===== src/char_lcd_refresh_sequencer_top_assert.svh =====
// Assertion macros shared by the LCD refresh sequencer RTL.
`ifndef CHAR_LCD_REFRESH_SEQUENCER_TOP_ASSERT_SVH
`define CHAR_LCD_REFRESH_SEQUENCER_TOP_ASSERT_SVH

// Same-cycle implication, disabled while reset is held.
`define CLRS_ASSERT_IMPLY(label, clk, rstn, ante, cons) \
    label: assert property (@(posedge clk) disable iff (!rstn) (ante) |-> (cons)) \
        else $error("sequencer check failed");

// Next-cycle implication, disabled while reset is held.
`define CLRS_ASSERT_NEXT(label, clk, rstn, ante, cons) \
    label: assert property (@(posedge clk) disable iff (!rstn) (ante) |=> (cons)) \
        else $error("sequencer check failed");

`endif


===== src/clrs_pkg.sv =====
// Types and constants of the character LCD refresh sequencer.
`timescale 1ns / 1ps

package clrs_pkg;

    localparam int LINE_LENGTH = 16;
    localparam int BUF_SIZE    = 2 * LINE_LENGTH;
    localparam int BUF_AW      = $clog2(BUF_SIZE);
    localparam int INIT_STEPS  = 6;
    localparam int INIT_AW     = $clog2(INIT_STEPS);
    localparam int STEP_W      = $clog2(LINE_LENGTH);

    localparam int POS_W   = 5;
    localparam int CHAR_W  = 8;
    localparam int DELAY_W = 16;
    localparam int CFG_AW  = 2;

    localparam logic [CHAR_W-1:0] CHAR_SPACE = 8'h20;
    localparam logic [CHAR_W-1:0] CMD_HOME   = 8'h80;
    localparam logic [CHAR_W-1:0] CMD_LINE2  = 8'hC0;

    localparam logic [CHAR_W-1:0] INIT_SEQ [INIT_STEPS] =
        '{8'h03, 8'h03, 8'h03, 8'h38, 8'h0C, 8'h06};

    localparam logic [DELAY_W-1:0] INIT_DELAY_RST = 16'd400;
    localparam logic [DELAY_W-1:0] CHAR_DELAY_RST = 16'd25;

    // configuration register indexes
    localparam logic [CFG_AW-1:0] CFG_INIT_DELAY   = 2'd0;
    localparam logic [CFG_AW-1:0] CFG_CHAR_DELAY   = 2'd1;
    localparam logic [CFG_AW-1:0] CFG_BACKLIGHT_ON = 2'd2;

    // sequencer phases
    localparam int PH_W = 4;
    localparam logic [PH_W-1:0] PH_START     = 4'd0;
    localparam logic [PH_W-1:0] PH_INIT      = 4'd1;
    localparam logic [PH_W-1:0] PH_INIT_WAIT = 4'd2;
    localparam logic [PH_W-1:0] PH_HOME      = 4'd3;
    localparam logic [PH_W-1:0] PH_TOP       = 4'd4;
    localparam logic [PH_W-1:0] PH_TOP_WAIT  = 4'd5;
    localparam logic [PH_W-1:0] PH_LINE2     = 4'd6;
    localparam logic [PH_W-1:0] PH_BOT       = 4'd7;
    localparam logic [PH_W-1:0] PH_BOT_WAIT  = 4'd8;

    // what the sequencer puts out for the current tick
    typedef struct packed {
        logic              xfer;
        logic              rs;
        logic              from_buf;
        logic [CHAR_W-1:0] instr;
        logic [BUF_AW-1:0] rd_idx;
    } cmd_t;

endpackage


===== src/clrs_fbuf.sv =====
// Frame buffer: one write port, one combinational read port, resets to spaces.
`timescale 1ns / 1ps

module clrs_fbuf (
    input  logic                         aclk,
    input  logic                         aresetn,
    input  logic                         wr_en,
    input  logic [clrs_pkg::POS_W-1:0]   wr_pos,
    input  logic [clrs_pkg::CHAR_W-1:0]  wr_char,
    input  logic [clrs_pkg::BUF_AW-1:0]  rd_idx,
    output logic [clrs_pkg::CHAR_W-1:0]  rd_data
);

    localparam int CMP_W = ((clrs_pkg::BUF_AW > clrs_pkg::POS_W) ?
                            clrs_pkg::BUF_AW : clrs_pkg::POS_W) + 1;

    logic [clrs_pkg::CHAR_W-1:0] buf_reg [clrs_pkg::BUF_SIZE];
    logic [CMP_W-1:0]            pos_ext;
    logic                        pos_ok;

    assign pos_ext = CMP_W'(wr_pos);
    // drop writes past the end of the buffer
    assign pos_ok  = pos_ext < CMP_W'(clrs_pkg::BUF_SIZE);
    assign rd_data = buf_reg[rd_idx];

    always_ff @(posedge aclk) begin
        if (!aresetn) begin
            for (int i = 0; i < clrs_pkg::BUF_SIZE; i++) begin
                buf_reg[i] <= clrs_pkg::CHAR_SPACE;
            end
        end else if (wr_en && pos_ok) begin
            buf_reg[pos_ext[clrs_pkg::BUF_AW-1:0]] <= wr_char;
        end
    end

endmodule


===== src/clrs_fsm.sv =====
// Refresh sequencer: init instructions, then endless line refresh with tick delays.
`timescale 1ns / 1ps

module clrs_fsm (
    input  logic                          aclk,
    input  logic                          aresetn,
    input  logic                          tick_en,
    input  logic [clrs_pkg::DELAY_W-1:0]  init_delay,
    input  logic [clrs_pkg::DELAY_W-1:0]  char_delay,
    output clrs_pkg::cmd_t                cmd
);

    logic [clrs_pkg::PH_W-1:0]    phase_reg, phase_next;
    logic [clrs_pkg::STEP_W-1:0]  step_reg, step_next;
    logic [clrs_pkg::DELAY_W-1:0] wait_reg, wait_next;

    logic                         xfer_done;
    logic                         step_adv;
    logic [clrs_pkg::DELAY_W-1:0] delay_sel;
    logic [clrs_pkg::PH_W-1:0]    wait_ph;
    logic [clrs_pkg::STEP_W:0]    step_inc;
    logic [clrs_pkg::CHAR_W-1:0]  init_byte;

    assign step_inc = {1'b0, step_reg} + (clrs_pkg::STEP_W + 1)'(1);

    always_comb begin
        if (step_reg < clrs_pkg::STEP_W'(clrs_pkg::INIT_STEPS)) begin
            init_byte = clrs_pkg::INIT_SEQ[step_reg[clrs_pkg::INIT_AW-1:0]];
        end else begin
            init_byte = clrs_pkg::INIT_SEQ[0];
        end
    end

    always_comb begin
        cmd        = '0;
        phase_next = phase_reg;
        step_next  = step_reg;
        wait_next  = wait_reg;
        xfer_done  = 1'b0;
        step_adv   = 1'b0;
        delay_sel  = init_delay;
        wait_ph    = clrs_pkg::PH_INIT_WAIT;

        unique case (phase_reg) inside
            clrs_pkg::PH_INIT: begin
                cmd.xfer  = 1'b1;
                cmd.instr = init_byte;
                xfer_done = 1'b1;
            end
            clrs_pkg::PH_HOME: begin
                cmd.xfer   = 1'b1;
                cmd.instr  = clrs_pkg::CMD_HOME;
                step_next  = '0;
                phase_next = clrs_pkg::PH_TOP;
            end
            clrs_pkg::PH_TOP: begin
                cmd.xfer     = 1'b1;
                cmd.rs       = 1'b1;
                cmd.from_buf = 1'b1;
                cmd.rd_idx   = clrs_pkg::BUF_AW'(step_reg);
                xfer_done    = 1'b1;
                delay_sel    = char_delay;
                wait_ph      = clrs_pkg::PH_TOP_WAIT;
            end
            clrs_pkg::PH_LINE2: begin
                cmd.xfer   = 1'b1;
                cmd.instr  = clrs_pkg::CMD_LINE2;
                step_next  = '0;
                phase_next = clrs_pkg::PH_BOT;
            end
            clrs_pkg::PH_BOT: begin
                cmd.xfer     = 1'b1;
                cmd.rs       = 1'b1;
                cmd.from_buf = 1'b1;
                cmd.rd_idx   = clrs_pkg::BUF_AW'(clrs_pkg::LINE_LENGTH)
                             + clrs_pkg::BUF_AW'(step_reg);
                xfer_done    = 1'b1;
                delay_sel    = char_delay;
                wait_ph      = clrs_pkg::PH_BOT_WAIT;
            end
            clrs_pkg::PH_INIT_WAIT, clrs_pkg::PH_TOP_WAIT, clrs_pkg::PH_BOT_WAIT: begin
                wait_ph = phase_reg;
                if (wait_reg > clrs_pkg::DELAY_W'(1)) begin
                    wait_next = wait_reg - clrs_pkg::DELAY_W'(1);
                end else begin
                    step_adv = 1'b1;
                end
            end
            default: begin
                step_next  = '0;
                wait_next  = '0;
                phase_next = clrs_pkg::PH_INIT;
            end
        endcase

        // a nonzero delay parks in the wait phase, zero moves on at once
        if (xfer_done && (delay_sel != '0)) begin
            wait_next  = delay_sel;
            phase_next = wait_ph;
        end else if (xfer_done || step_adv) begin
            wait_next = '0;
            case (wait_ph)
                clrs_pkg::PH_INIT_WAIT: begin
                    if (step_inc >= (clrs_pkg::STEP_W + 1)'(clrs_pkg::INIT_STEPS)) begin
                        step_next  = '0;
                        phase_next = clrs_pkg::PH_HOME;
                    end else begin
                        step_next  = step_inc[clrs_pkg::STEP_W-1:0];
                        phase_next = clrs_pkg::PH_INIT;
                    end
                end
                clrs_pkg::PH_TOP_WAIT: begin
                    if (step_inc >= (clrs_pkg::STEP_W + 1)'(clrs_pkg::LINE_LENGTH)) begin
                        step_next  = '0;
                        phase_next = clrs_pkg::PH_LINE2;
                    end else begin
                        step_next  = step_inc[clrs_pkg::STEP_W-1:0];
                        phase_next = clrs_pkg::PH_TOP;
                    end
                end
                default: begin
                    if (step_inc >= (clrs_pkg::STEP_W + 1)'(clrs_pkg::LINE_LENGTH)) begin
                        step_next  = '0;
                        phase_next = clrs_pkg::PH_HOME;
                    end else begin
                        step_next  = step_inc[clrs_pkg::STEP_W-1:0];
                        phase_next = clrs_pkg::PH_BOT;
                    end
                end
            endcase
        end
    end

    always_ff @(posedge aclk) begin
        if (!aresetn) begin
            phase_reg <= clrs_pkg::PH_START;
            step_reg  <= '0;
            wait_reg  <= '0;
        end else if (tick_en) begin
            phase_reg <= phase_next;
            step_reg  <= step_next;
            wait_reg  <= wait_next;
        end
    end

endmodule


===== src/char_lcd_refresh_sequencer_top.sv =====
// Path: an accepted word waits in the input register, then moves into the result
// register when the result stage can take it; a stalled receiver holds it there.
// Throughput: one word per cycle while m_tready stays high; the input register, the
// sequencer and frame buffer update, and the result register work on words in turn.
// Reset (aresetn low, synchronous): sequencer to its start tick, frame buffer to
// spaces, delays to 400 and 25 ticks, backlight on, both stages emptied.
`timescale 1ns / 1ps

`include "char_lcd_refresh_sequencer_top_assert.svh"

module char_lcd_refresh_sequencer_top (
    input  logic                          aclk,
    input  logic                          aresetn,

    input  logic                          s_tvalid,
    output logic                          s_tready,
    input  logic [15:0]                   s_tdata,   // position[4:0], char_code[12:5]
    input  logic                          s_tuser,   // mode

    output logic                          m_tvalid,
    input  logic                          m_tready,
    output logic [15:0]                   m_tdata,   // xfer_valid[0], data_byte[8:1], backlight[9]
    output logic                          m_tuser,   // reg_select

    input  logic                          cfg_wr_en,
    input  logic [clrs_pkg::CFG_AW-1:0]   cfg_addr,
    input  logic [clrs_pkg::DELAY_W-1:0]  cfg_wdata
);

    logic                          in_valid_reg;
    logic                          in_mode_reg;
    logic [clrs_pkg::POS_W-1:0]    in_pos_reg;
    logic [clrs_pkg::CHAR_W-1:0]   in_char_reg;

    logic                          out_valid_reg;
    logic                          out_xfer_reg;
    logic                          out_rs_reg;
    logic [clrs_pkg::CHAR_W-1:0]   out_byte_reg;
    logic                          out_bl_reg;

    logic [clrs_pkg::DELAY_W-1:0]  init_delay_reg;
    logic [clrs_pkg::DELAY_W-1:0]  char_delay_reg;
    logic                          backlight_on_reg;

    logic                          advance;
    logic                          tick_en;
    logic                          wr_en;
    clrs_pkg::cmd_t                cmd;
    logic [clrs_pkg::CHAR_W-1:0]   buf_data;

    assign advance  = in_valid_reg && (!out_valid_reg || m_tready);
    assign s_tready = !in_valid_reg || advance;
    assign tick_en  = advance && !in_mode_reg;
    assign wr_en    = advance && in_mode_reg;

    clrs_fsm u_fsm (
        .aclk       (aclk),
        .aresetn    (aresetn),
        .tick_en    (tick_en),
        .init_delay (init_delay_reg),
        .char_delay (char_delay_reg),
        .cmd        (cmd)
    );

    clrs_fbuf u_fbuf (
        .aclk    (aclk),
        .aresetn (aresetn),
        .wr_en   (wr_en),
        .wr_pos  (in_pos_reg),
        .wr_char (in_char_reg),
        .rd_idx  (cmd.rd_idx),
        .rd_data (buf_data)
    );

    // configuration registers
    always_ff @(posedge aclk) begin
        if (!aresetn) begin
            init_delay_reg   <= clrs_pkg::INIT_DELAY_RST;
            char_delay_reg   <= clrs_pkg::CHAR_DELAY_RST;
            backlight_on_reg <= 1'b1;
        end else if (cfg_wr_en) begin
            unique case (cfg_addr)
                clrs_pkg::CFG_INIT_DELAY:   init_delay_reg   <= cfg_wdata;
                clrs_pkg::CFG_CHAR_DELAY:   char_delay_reg   <= cfg_wdata;
                clrs_pkg::CFG_BACKLIGHT_ON: backlight_on_reg <= cfg_wdata[0];
                default: ;
            endcase
        end
    end

    // input stage: hold the word until the result stage can take it
    always_ff @(posedge aclk) begin
        if (!aresetn) begin
            in_valid_reg <= 1'b0;
        end else if (s_tready) begin
            in_valid_reg <= s_tvalid;
        end
    end

    always_ff @(posedge aclk) begin
        if (s_tvalid && s_tready) begin
            in_mode_reg <= s_tuser;
            in_pos_reg  <= s_tdata[4:0];
            in_char_reg <= s_tdata[12:5];
        end
    end

    // result stage
    always_ff @(posedge aclk) begin
        if (!aresetn) begin
            out_valid_reg <= 1'b0;
        end else if (advance) begin
            out_valid_reg <= 1'b1;
        end else if (m_tready) begin
            out_valid_reg <= 1'b0;
        end
    end

    always_ff @(posedge aclk) begin
        if (advance) begin
            out_bl_reg <= backlight_on_reg;
            if (in_mode_reg) begin
                out_xfer_reg <= 1'b0;
                out_rs_reg   <= 1'b0;
                out_byte_reg <= '0;
            end else begin
                out_xfer_reg <= cmd.xfer;
                out_rs_reg   <= cmd.rs;
                out_byte_reg <= cmd.from_buf ? buf_data : cmd.instr;
            end
        end
    end

    assign m_tvalid = out_valid_reg;
    assign m_tuser  = out_rs_reg;
    assign m_tdata  = {6'd0, out_bl_reg, out_byte_reg, out_xfer_reg};

    `CLRS_ASSERT_IMPLY(a_rs_needs_xfer, aclk, aresetn, m_tvalid && !m_tdata[0], !m_tuser)
    `CLRS_ASSERT_NEXT(a_write_is_idle, aclk, aresetn, advance && in_mode_reg, !m_tdata[0])
    `CLRS_ASSERT_NEXT(a_in_word_held, aclk, aresetn, in_valid_reg && !advance, in_valid_reg)

endmodule


===== config.mk =====
export PLATFORM = sky130hd
export DESIGN_NAME = char_lcd_refresh_sequencer_top
export DESIGN_NICKNAME = d
export VERILOG_FILES = /design/src/clrs_pkg.sv /design/src/clrs_fbuf.sv /design/src/clrs_fsm.sv /design/src/char_lcd_refresh_sequencer_top.sv
export VERILOG_INCLUDE_DIRS = /design/src /design/src/src
export SDC_FILE = /design/constraint.sdc
export NUM_CORES = 1
export LEC_CHECK = 0
export BUFFER_PORTS_ARGS = -buffer_cell sky130_fd_sc_hd__buf_2
export CORE_MARGIN = 4
export CORE_UTILIZATION = 40
export DETAILED_ROUTE_END_ITERATION = 8
export PLACE_DENSITY_LB_ADDON = 0.1
export SYNTH_ARGS = -nofsm -noshare
export SYNTH_HDL_FRONTEND = slang
export SYNTH_SLANG_ARGS = --single-unit
export TNS_END_PERCENT = 1

===== constraint.sdc =====
create_clock -name aclk -period 3.5 [get_ports aclk]
set_input_delay 0.175 -clock aclk [delete_from_list [all_inputs] [get_ports aclk]]
set_output_delay 0.175 -clock aclk [all_outputs]
set_load 0.01 [all_outputs]

== Word-level counts from Yosys, hierarchy flattened ==
Memory sizes are Yosys's and may differ from the RTL's.
Cells that the tools add are included.

* ROM bits: 64
* Memories kept: 2
* Memory bits (writable): 256
* Output and inout bits: 19
* Bits in registers: 84

{| class="wikitable"
|+ Memories
! memory !! depth !! bits a word !! read ports !! clocked after Yosys merged registers in !! write ports !! RTL line !! RTL
|-
| u_fbuf.buf_reg || 32 || 8 || 1 || 0 || 32 || clrs_fbuf.sv:17 || <nowiki>logic [clrs_pkg::CHAR_W-1:0] buf_reg [clrs_pkg::BUF_SIZE];</nowiki>
|-
| (name not given) || 8 || 8 || 1 || 0 || 0 || clrs_fsm.sv:28 || <nowiki>init_byte = clrs_pkg::INIT_SEQ[step_reg[clrs_pkg::INIT_AW-1:0]];</nowiki>
|}

* Bitwise operators: 1
* $lt $le $gt $ge: 6
* Add/sub/neg operators: 3
* Mux-type cells: 39
* Reductions and logical operators: 26
* Equal/unequal tests: 15

{| class="wikitable"
|+ Operator list
! kind !! count
|-
| 2-to-1 mux 16 bit || 4
|-
| 2-to-1 mux 8 bit || 5
|-
| 2-to-1 mux 4 bit || 8
|-
| case mux 16 bit (2 select lines) || 1
|-
| case mux 4 bit (3 select lines) || 2
|-
| case mux 8 bit (3 select lines) || 1
|-
| == test 4 x 3 -> 1 bit, second input constant || 5
|-
| greater-than comparator 16 x 1 -> 1 bit, second input constant || 1
|-
| nonzero test 16 bit || 1
|-
| subtractor 16 x 1 -> 16 bit, second input constant || 1
|-
| == test 4 x 2 -> 1 bit, second input constant || 3
|-
| 2-to-1 mux 1 bit || 11
|-
| case mux 5 bit (2 select lines) || 1
|-
| case mux 4 bit (2 select lines) || 1
|-
| AND reduction 2 bit || 4
|-
| OR reduction 8 bit || 1
|-
| logical AND 1 bit || 6
|-
| < comparator 5 x 6 -> 1 bit, second input constant || 1
|-
| 2-to-1 mux 2 bit || 3
|-
| != test 3 x 1 -> 1 bit, second input constant || 2
|-
| OR reduction 3 bit || 2
|-
| OR reduction 6 bit || 1
|-
| adder 4 x 1 -> 5 bit, second input constant || 1
|-
| adder 5 x 4 -> 5 bit, first input constant || 1
|-
| 19 further kinds || 23
|}

== Depth between registers and ports, before layout ==
Gate-level depths: netlist of the first run.

* Depth in word-level cells: 10
* Depth in mapped cells: 10

== Hierarchy ==
From an unflattened synthesis of the first run, not the netlist that was laid out.

* Cell total of the unflattened synthesis: 1,212
* Area total of the unflattened synthesis: 16,185.5 um2

{| class="wikitable"
|+ Modules (own cells, without submodules)
! module !! seq. area each (um2) !! area an instance (um2) !! times used !! cells each
|-
| clrs_fbuf || 7,687.4 || 11,823.8 || 1 || 739
|-
| char_lcd_refresh_sequencer_top || 1,451.4 || 2,359.8 || 1 || 198
|-
| clrs_fsm || 480.5 || 2,001.9 || 1 || 275
|}

== Worst setup path before layout of the first run ==
Ideal clock, no wire load.

* Path kind: flip-flop to flip-flop
* Start: reg out_valid_reg, in the netlist m_tvalid
* End: mem u_fbuf.buf_reg[0][0] (netlist name) (enable)
* Buffers on the path: 2
* Arrival: 2.590 ns
* Path slack: 0.526 ns
* Clock period less this slack: 2.974 ns
* Library setup time: 0.384 ns
* Data required time: 3.116 ns
* Cell stages (with the launch flop): 8
* Cell sequence: dfxtp_1 nor2b_1 nor2b_1 nand3_1 or3_1 clkbuf_1 clkbuf_1 o21ai_0

{| class="wikitable"
|+ RTL lines
! what !! RTL line !! RTL
|-
| from (decl) || char_lcd_refresh_sequencer_top.sv:35 || <nowiki>logic out_valid_reg;</nowiki>
|-
| from (signal assigned) || char_lcd_refresh_sequencer_top.sv:111 || <nowiki>out_valid_reg <= 1'b0;</nowiki>
|-
| from (signal assigned) || char_lcd_refresh_sequencer_top.sv:113 || <nowiki>out_valid_reg <= 1'b1;</nowiki>
|-
| from (signal assigned) || char_lcd_refresh_sequencer_top.sv:115 || <nowiki>out_valid_reg <= 1'b0;</nowiki>
|-
| to (decl) || clrs_fbuf.sv:17 ||
|}

== Worst setup path in the final report of the first run ==
* Start: reg u_fsm.phase_reg[0] (netlist name)
* End: reg out_byte_reg[0] (netlist name), data pin

* Longest elaborated chain between the ends: 4
* Elaborated cells between the ends (all ways): 11

{| class="wikitable"
|+ RTL lines
! what !! RTL line !! RTL
|-
| from (decl) || clrs_fsm.sv:13 || <nowiki>logic [clrs_pkg::PH_W-1:0] phase_reg, phase_next;</nowiki>
|-
| from (signal assigned) || clrs_fsm.sv:136 || <nowiki>phase_reg <= clrs_pkg::PH_START;</nowiki>
|-
| from (signal assigned) || clrs_fsm.sv:140 || <nowiki>phase_reg <= phase_next;</nowiki>
|-
| == test 4 x 3 -> 1 bit (no source line) || n/a ||
|-
| case mux 5 bit (2 select lines) or OR reduction 2 bit (tied branches) || n/a ||
|-
| memory (32 x 8 bit) or 2-to-1 mux 2 bit (tied branches) || n/a ||
|-
| 2-to-1 mux 8 bit * || char_lcd_refresh_sequencer_top.sv:129 || <nowiki>out_byte_reg <= cmd.from_buf ? buf_data : cmd.instr;</nowiki>
|-
| to (signal assigned) || char_lcd_refresh_sequencer_top.sv:129 ||
|-
| to (decl) || char_lcd_refresh_sequencer_top.sv:38 || <nowiki>logic [clrs_pkg::CHAR_W-1:0] out_byte_reg;</nowiki>
|}

Mark *: on every way between the ends. The rest lies on a longest branch, timed or not.
A chain may end at the register's enable or synchronous reset.

==> summary.md, run 1 <==
| Metric | Value |
|---|---|
| Final Cell Area | 19000 um2 |
| TritonCTS clock tree | yes |
| IO Pins | 59 |
| Root buffer cell | clkbuf_16 |
| Final setup TNS | 0 ns |
| CTS resizes | 0 |
| Global-route wire length before repair | 70300 um |
| Synth Warn # | 0 |
| Final wirelength | 47400 um |
| CORE AREA | 39900 um2 |
| Slew @ Worst Pin | 1.18 ns |
| Largest net degree at the start of global routing | 50 |
| Die area | 43900 um2 |
| Average size of a mapped cell | 11.5 um2 |
| Vias in the first global route | 11203 |
| Leading register cell type out of synthesis | edfxtp_1 |
| DP Area | 17300 um2 |
| Slew margin rel. | 0.214 |
| Async SR Flop Fraction | 0 |
| Hold Path Class | in2reg |
| Most frequent cells in the layout | edfxtp_1, and2_1, nand2_1, buf_4, a21oi_1 |
| Setup WS pre-CTS | 0.734 ns |
| Crit Path Category | reg2reg |
| Post-Layout Cell Count | 2065 |
| Worst-Skew Late Latency | 0.57 ns |
| Status | finished clean |
| Top-area cell type share of the netlist area | 0.519 |
| CP arrival | 3.14 ns |
| Horiz. Die Dim | 210 um |
| Seq cells post-synth | 340 |
| Vias per inst | 5.57 |
| Via Count | 11494 |
| Std-Cell Rows | 73 |
| DRT antenna net count | 0 |
| PortBufs | 49 |
| CTS Buf Count | 40 |
| Cell taking the most area after synthesis | edfxtp_1 |
| Routed WL per cell | 22.9 um |
| GR Overflow Total | 0 |
| Die H | 210 um |
| RSZ-0062 raised after global routing | no |
| # setup viols final | 0 |
| DPL Wire Length | 31400 um |
| Max-cap violation count | 0 |
| Post-CTS Setup Bufs | 0 |
| Share of layout cells above drive strength 1 | 0.156 |
| Top post-synthesis cells by area | edfxtp_1, and2_1, dfxtp_1, nand2_1, mux4_2 |
| Fin nets | 1557 |
| Clk_skew | 0.0245 ns |
| Maximum fanout along the worst path | 12 |
| CTS Buffer Depth | 3 |
| Area delta synth->final | 16.7% |
| Pwr dens | 488 nW/um2 |
| TritonRoute pass-1 iters | 8 |
| Post-synthesis cell type count | 77 |
| # DRC | 0 |
| Final WS setup | 0.661 ns |
| Startpoint Class | register |
| Power Total | 9260 uW |
| CTS sink count | 340 |
| Fin crit share | 0.811 |
| Most common cell after layout, fill and taps aside | edfxtp_1 |
| Filler Cell Count | 3585 |
| H-tree lvl count | 2 |
| Tmin final | 2.84 ns |
| Gp weighted congestion | 0.861 |
| CP Data Required Time | 3.80 ns |
| GRT Total Usage | 0.211 |
| Iteration-0 DRC Markers | 980 |
| Mapped Area | 16300 um2 |
| Initial antenna violation count | 2 |
| Number of flops mapped to enable cells by yosys | 281 |
| Initial Util | 0.407 |
| Clock-pin slew on the worst setup and hold paths | 0.06 ns |
| Ant. Diodes | 0 |
| P_leak | 0.00680 uW |
| Final hold vios | 0 |
| VDD IR max | 0.317 mV |
| Sequential share of the synthesized area | 0.592 |
| Dpl cells | 1958 |
| CTS Hold Buffers Added | 36 |
| Setup crit end kind | register |
| Max FFs per register | 256 |
| Max Slew Vio Count | 0 |
| Fmax | 0.352 GHz |
| Synth Instances | 1416 |
## metrics by stage
stage | utilization | hold WS, ns
floorplan | - | 0.274
global placement | 0.434 | 0.352
detailed placement | 0.434 | 0.353
CTS | 0.475 | 0.261
global route | 0.475 | 0.308
finish | 0.475 | 0.277
## synth_stat cells (3+ instances only)
cell and number:
a21boi_0 3, nor2b_1 8, or3_1 36, edfxtp_1 281, o32a_1 3, mux4_2 23, dfxtp_1 59, a21oi_1 70
nor2_1 67, a221o_1 5, clkbuf_1 82, a221oi_1 9, or2_2 4, and2_1 227, a32o_1 5, a22o_1 4
nand3_1 29, nand4_1 3, mux2i_1 43, a2111oi_0 4, nand3b_1 5, a31oi_1 17, nand2_1 149, nor3b_1 4
mux2_2 15, buf_2 11, ha_1 6, buf_1 11, buf_4 8, a211oi_1 12, o2bb2ai_1 3, inv_1 15
nand2b_1 12, and3b_1 3, nand4b_1 4, nor3_1 18, o22ai_1 14, o21ai_0 65, and3_1 4, o211ai_1 3
o221ai_1 8, nor4_1 13
## logic make-up after synthesis
| group | Yosys count | synth area share |
|---|---|---|
| AOI/OAI and AO/OA | 261 | 0.104 |
| adders and majority gates | 6 | 0.00462 |
| and+or+nand+nor | 595 | 0.195 |
| xor gates and xnor gates | 4 | 0.00262 |
| muxes | 81 | 0.0687 |
| DFF | 340 | 0.592 |
| other | 1 | 0.000231 |
| buffers and inverters | 128 | 0.0327 |
## layout make-up
| class | count | area (um2) | area share |
|---|---|---|---|
| repair buffers | 161 | 1210 | 0.0640 |
| multi-input cells | 953 | 6140 | 0.323 |
| clock inverters | 18 | 184 | 0.00969 |
| inverters | 15 | 56.3 | 0.00297 |
| clock buffers | 53 | 1100 | 0.0582 |
| well taps | 525 | 657 | 0.0346 |
| flip-flops and latches | 340 | 9620 | 0.507 |
## routing by layer
| layer | track usage | wire length (um) |
|---|---|---|
| met5 | 0 | 27 |
| met4 | 0.0648 | 1160 |
| met3 | 0.0401 | 2980 |
| met1 | 0.289 | 20500 |
| met2 | 0.345 | 22700 |
## critical path: stages, from the launching register on
cell      delay (ns)
dfxtp_1         0.58
buf_4           0.24
xor2_1          0.16
nor3_1          0.76
a21oi_1         0.14
o221ai_1        0.17
nand3_1         0.11
a221oi_1        0.43
## worst paths after layout
path / startpoint / to / slack, ns / depth (start not counted)
min: aresetn / u_fbuf.buf_reg[0][4] / 0.28 / 3
min reg2reg: backlight_on_reg / out_bl_reg / 0.43 / 0
max: u_fsm.phase_reg[0] / out_byte_reg[0] / 0.66 / 7
max reg2reg: u_fsm.phase_reg[0] / out_byte_reg[0] / 0.66 / 7
## where the power goes
| part | switching (uW) | leakage, uW | internal (uW) |
|---|---|---|---|
| Combinational | 344 | 0.00291 | 193 |
| Sequential | 82.2 | 0.00326 | 4500 |
| Clock | 1690 | 0.000637 | 2450 |
No activity file was read; power rests on OpenSTA's default activity.
==> run 2, diff against run 1 <==
- clock period: 3.5 -> 2.75 ns (I/O delays scaled with it)
==> summary.md, run 2 (synthesis results as in run 1) <==
| Metric | Value |
|---|---|
| Max FFs per register | 256 (unchanged) |
| Slew @ Worst Pin | 0.956 ns (was 1.18 ns) |
| R2R setup slack | 0.14 ns (was 0.66 ns) |
| Critical path's top delay family | simple AND/OR/NAND/NOR gates (unchanged) |
| CTS sink count | 340 (unchanged) |
| GR Overflow Total | 0 (unchanged) |
| Hold Path Class | in2reg (unchanged) |
| Initial Util | 0.407 (unchanged) |
| Iteration-0 DRC Markers | 1071 (was 980) |
| Fmax | 0.384 GHz (was 0.352 GHz) |
| DPL Wire Length | 32100 um (was 31400 um) |
| Crit Path Category | reg2reg (unchanged) |
| Startpoint Class | register (unchanged) |
| P_int | 8810 uW (was 7150 uW) |
| Vias per inst | 5.53 (was 5.57) |
| Root buffer cell | clkbuf_16 (unchanged) |
| Final wirelength | 47600 um (was 47400 um) |
| Final Cell Area | 19100 um2 (was 19000 um2) |
| Switching Power | 2620 uW (was 2120 uW) |
| TritonCTS clock tree | yes (unchanged) |
| Max Slew Vio Count | 0 (unchanged) |
| CP arrival | 3.01 ns (was 3.14 ns) |
| Setup crit end kind | register (unchanged) |
| Fin crit share | 0.948 (was 0.811) |
| Vias in the first global route | 11460 (was 11203) |
| Final hold vios | 0 (unchanged) |
| Global-route wire length before repair | 71700 um (was 70300 um) |
| Filler Cell Count | 3615 (was 3585) |
| Switch share | 0.229 (about the same) |
| Gp weighted congestion | 0.873 (was 0.861) |
| Status | finished clean (unchanged) |
| Initial antenna violation count | 0 (was 2) |
| H-tree lvl count | 2 (unchanged) |
| Comb pwr share | 0.061 (was 0.058) |
| Std-Cell Rows | 73 (unchanged) |
| CP peak stage delay | 0.47 ns (was 0.76 ns) |
| Cell count of the worst reg-to-reg path | 8 (was 7) |
| Worst Hold End | backlight_on_reg (was u_fbuf.buf_reg[0][4]) |
| Largest net degree at the start of global routing | 40 (was 50) |
| DRT antenna net count | 0 (unchanged) |
| Final WS setup | 0.144 ns (was 0.661 ns) |
| Setup WS pre-CTS | 0.0221 ns (was 0.734 ns) |
| Die H | 210 um (unchanged) |
| Hold_sp | aresetn (unchanged) |
| Worst R2R Start | u_fsm.phase_reg[2] (was u_fsm.phase_reg[0]) |
| Max-cap violation count | 0 (unchanged) |
| Worst path cell trace | and3b_1, nand2_2, buf_4, mux2i_1, o221ai_1, nand3_1, a221oi_1, buf_4 (was buf_4, xor2_1, nor3_1, a21oi_1, o221ai_1, nand3_1, a221oi_1) |
| P_leak | 0.00686 uW (was 0.00680 uW) |
| # setup viols final | 0 (unchanged) |
| VDD IR max | 0.447 mV (was 0.317 mV) |
| Dpl cells | 1983 (was 1958) |
| Most frequent cells in the layout | edfxtp_1, and2_1, nand2_1, buf_4, a21oi_1 (unchanged) |
| Via Count | 11542 (was 11494) |
| Worst-Skew Late Latency | 0.56 ns (was 0.57 ns) |
| PortBufs | 49 (unchanged) |
| Post-Layout Cell Count | 2088 (was 2065) |
| Share of layout cells above drive strength 1 | 0.165 (was 0.156) |
| Die area | 43900 um2 (unchanged) |
| GRT Total Usage | 0.214 (was 0.211) |
| Fin nets | 1581 (was 1557) |
| Clock-pin slew on the worst setup and hold paths | 0.06 ns (about the same) |
| CORE AREA | 39900 um2 (unchanged) |
| Tmin final | 2.61 ns (was 2.84 ns) |
| Horiz. Die Dim | 210 um (unchanged) |
| IO Pins | 59 (unchanged) |
| CTS Buffer Depth | 3 (unchanged) |
| Area delta synth->final | 17.3% (was 16.7%) |
| Crit-path most repeated cell | buf_4 |
| Reg power frac | 0.509 (was 0.495) |
| Clock share of power | 0.430 (was 0.447) |
| CTS Buf Count | 39 (was 40) |
| Buffers & Inverters on Critical Path | 2 (was 1) |
| Crit-path slowest cell | dfxtp_1 (was nor3_1) |
| Routed WL per cell | 22.8 um (was 22.9 um) |
| Ant. Diodes | 0 (unchanged) |
| Slew margin rel. | 0.363 (was 0.214) |
| Post-CTS Setup Bufs | 0 (unchanged) |
| Pwr dens | 599 nW/um2 (was 488 nW/um2) |
| Most common cell after layout, fill and taps aside | edfxtp_1 (unchanged) |
| Final core occ | 0.478 (was 0.475) |
| # DRC | 0 (unchanged) |
| Hold path cells | 3 (unchanged) |
| Maximum fanout along the worst path | 11 (was 12) |
| Clk_skew | 0.0248 ns (was 0.0245 ns) |
| CP Data Required Time | 3.16 ns (was 3.80 ns) |
| TritonRoute pass-1 iters | 5 (was 8) |
| DP Area | 17500 um2 (was 17300 um2) |
| RSZ-0062 raised after global routing | no (unchanged) |
| FF-to-FF End | out_byte_reg[0] (unchanged) |
-- run 2: how the worst max path moves through the flow --
stage | from | end | slack, ns | depth (start not counted)
after CTS | char_delay_reg[10] | u_fsm.step_reg[0] | 0.001 | 6
final | u_fsm.phase_reg[2] | out_byte_reg[0] | 0.14 | 8
after detailed placement | char_delay_reg[10] | u_fsm.step_reg[0] | 0.02 | 6
after global routing | u_fsm.step_reg[2] | out_byte_reg[3] | 0.05 | 9
after floorplan | m_tvalid | u_fbuf.buf_reg[2][0] | -0.20 | 7
after global placement | char_delay_reg[10] | u_fsm.step_reg[0] | 0.03 | 6
-- run 2: power groups by stage --
stage | combinational (uW) | clock [uW] | sequential [uW]
2_1_floorplan | 391 | 0 | 5890
3_3_place_gp | 656 | 0 | 5930
3_5_place_dp | 656 | 0 | 5930
4_1_cts | 697 | 5010 | 5820
5_1_grt | 759 | 5230 | 5840
6_report | 699 | 4910 | 5820
-- run 2: through the flow --
| stage | total power [uW] | hold WS, ns | setup TNS (ns) |
|---|---|---|---|
| after global routing | 11800 | 0.132 | 0 |
| final | 11400 | 0.119 | 0 |
| after CTS | 11500 | 0.0933 | 0 |
| after global placement | 6580 | 0.314 | 0 |
| after detailed placement | 6590 | 0.316 | 0 |
| after floorplan | 6280 | 0.236 | -21.46 |
-- run 2: final cells by class --
class                           count  area [um2]  share of cell area
Sequential cell                   340        9620               0.505
Multi-Input combinational cell    953        6140               0.322
Timing Repair Buffer              186        1410              0.0737
Clock buffer                       52        1070              0.0559
Tap cell                          525         657              0.0344
Clock inverter                     17         123             0.00643
Inverter                           15        56.3             0.00295
-- run 2: per-layer routing --
layer  vias to the layer above  GRT usage  wire, um
met5                         -          0         0
met4                         0     0.0774      1510
met3                        83     0.0330      2290
met2                       305      0.344     22400
met1                      5743      0.298     21400
li1                       5411          -         -
-- run 2: timing repair --
action | 4_1_cts | 5_1_grt
hold buffers | 36 | 0
endpoints found under the hold margin | 49 | 0
endpoints found under the setup margin | 0 | 7
resized for setup | 0 | 2
-- run 2: worst register-to-register path: cells and delay by family, from the launching register on --
kind	cells	cell delay [ns]
flops	1	0.47
mux	1	0.16
simple gates	3	0.69
compound gates	2	0.67
buf+inv	2	0.49
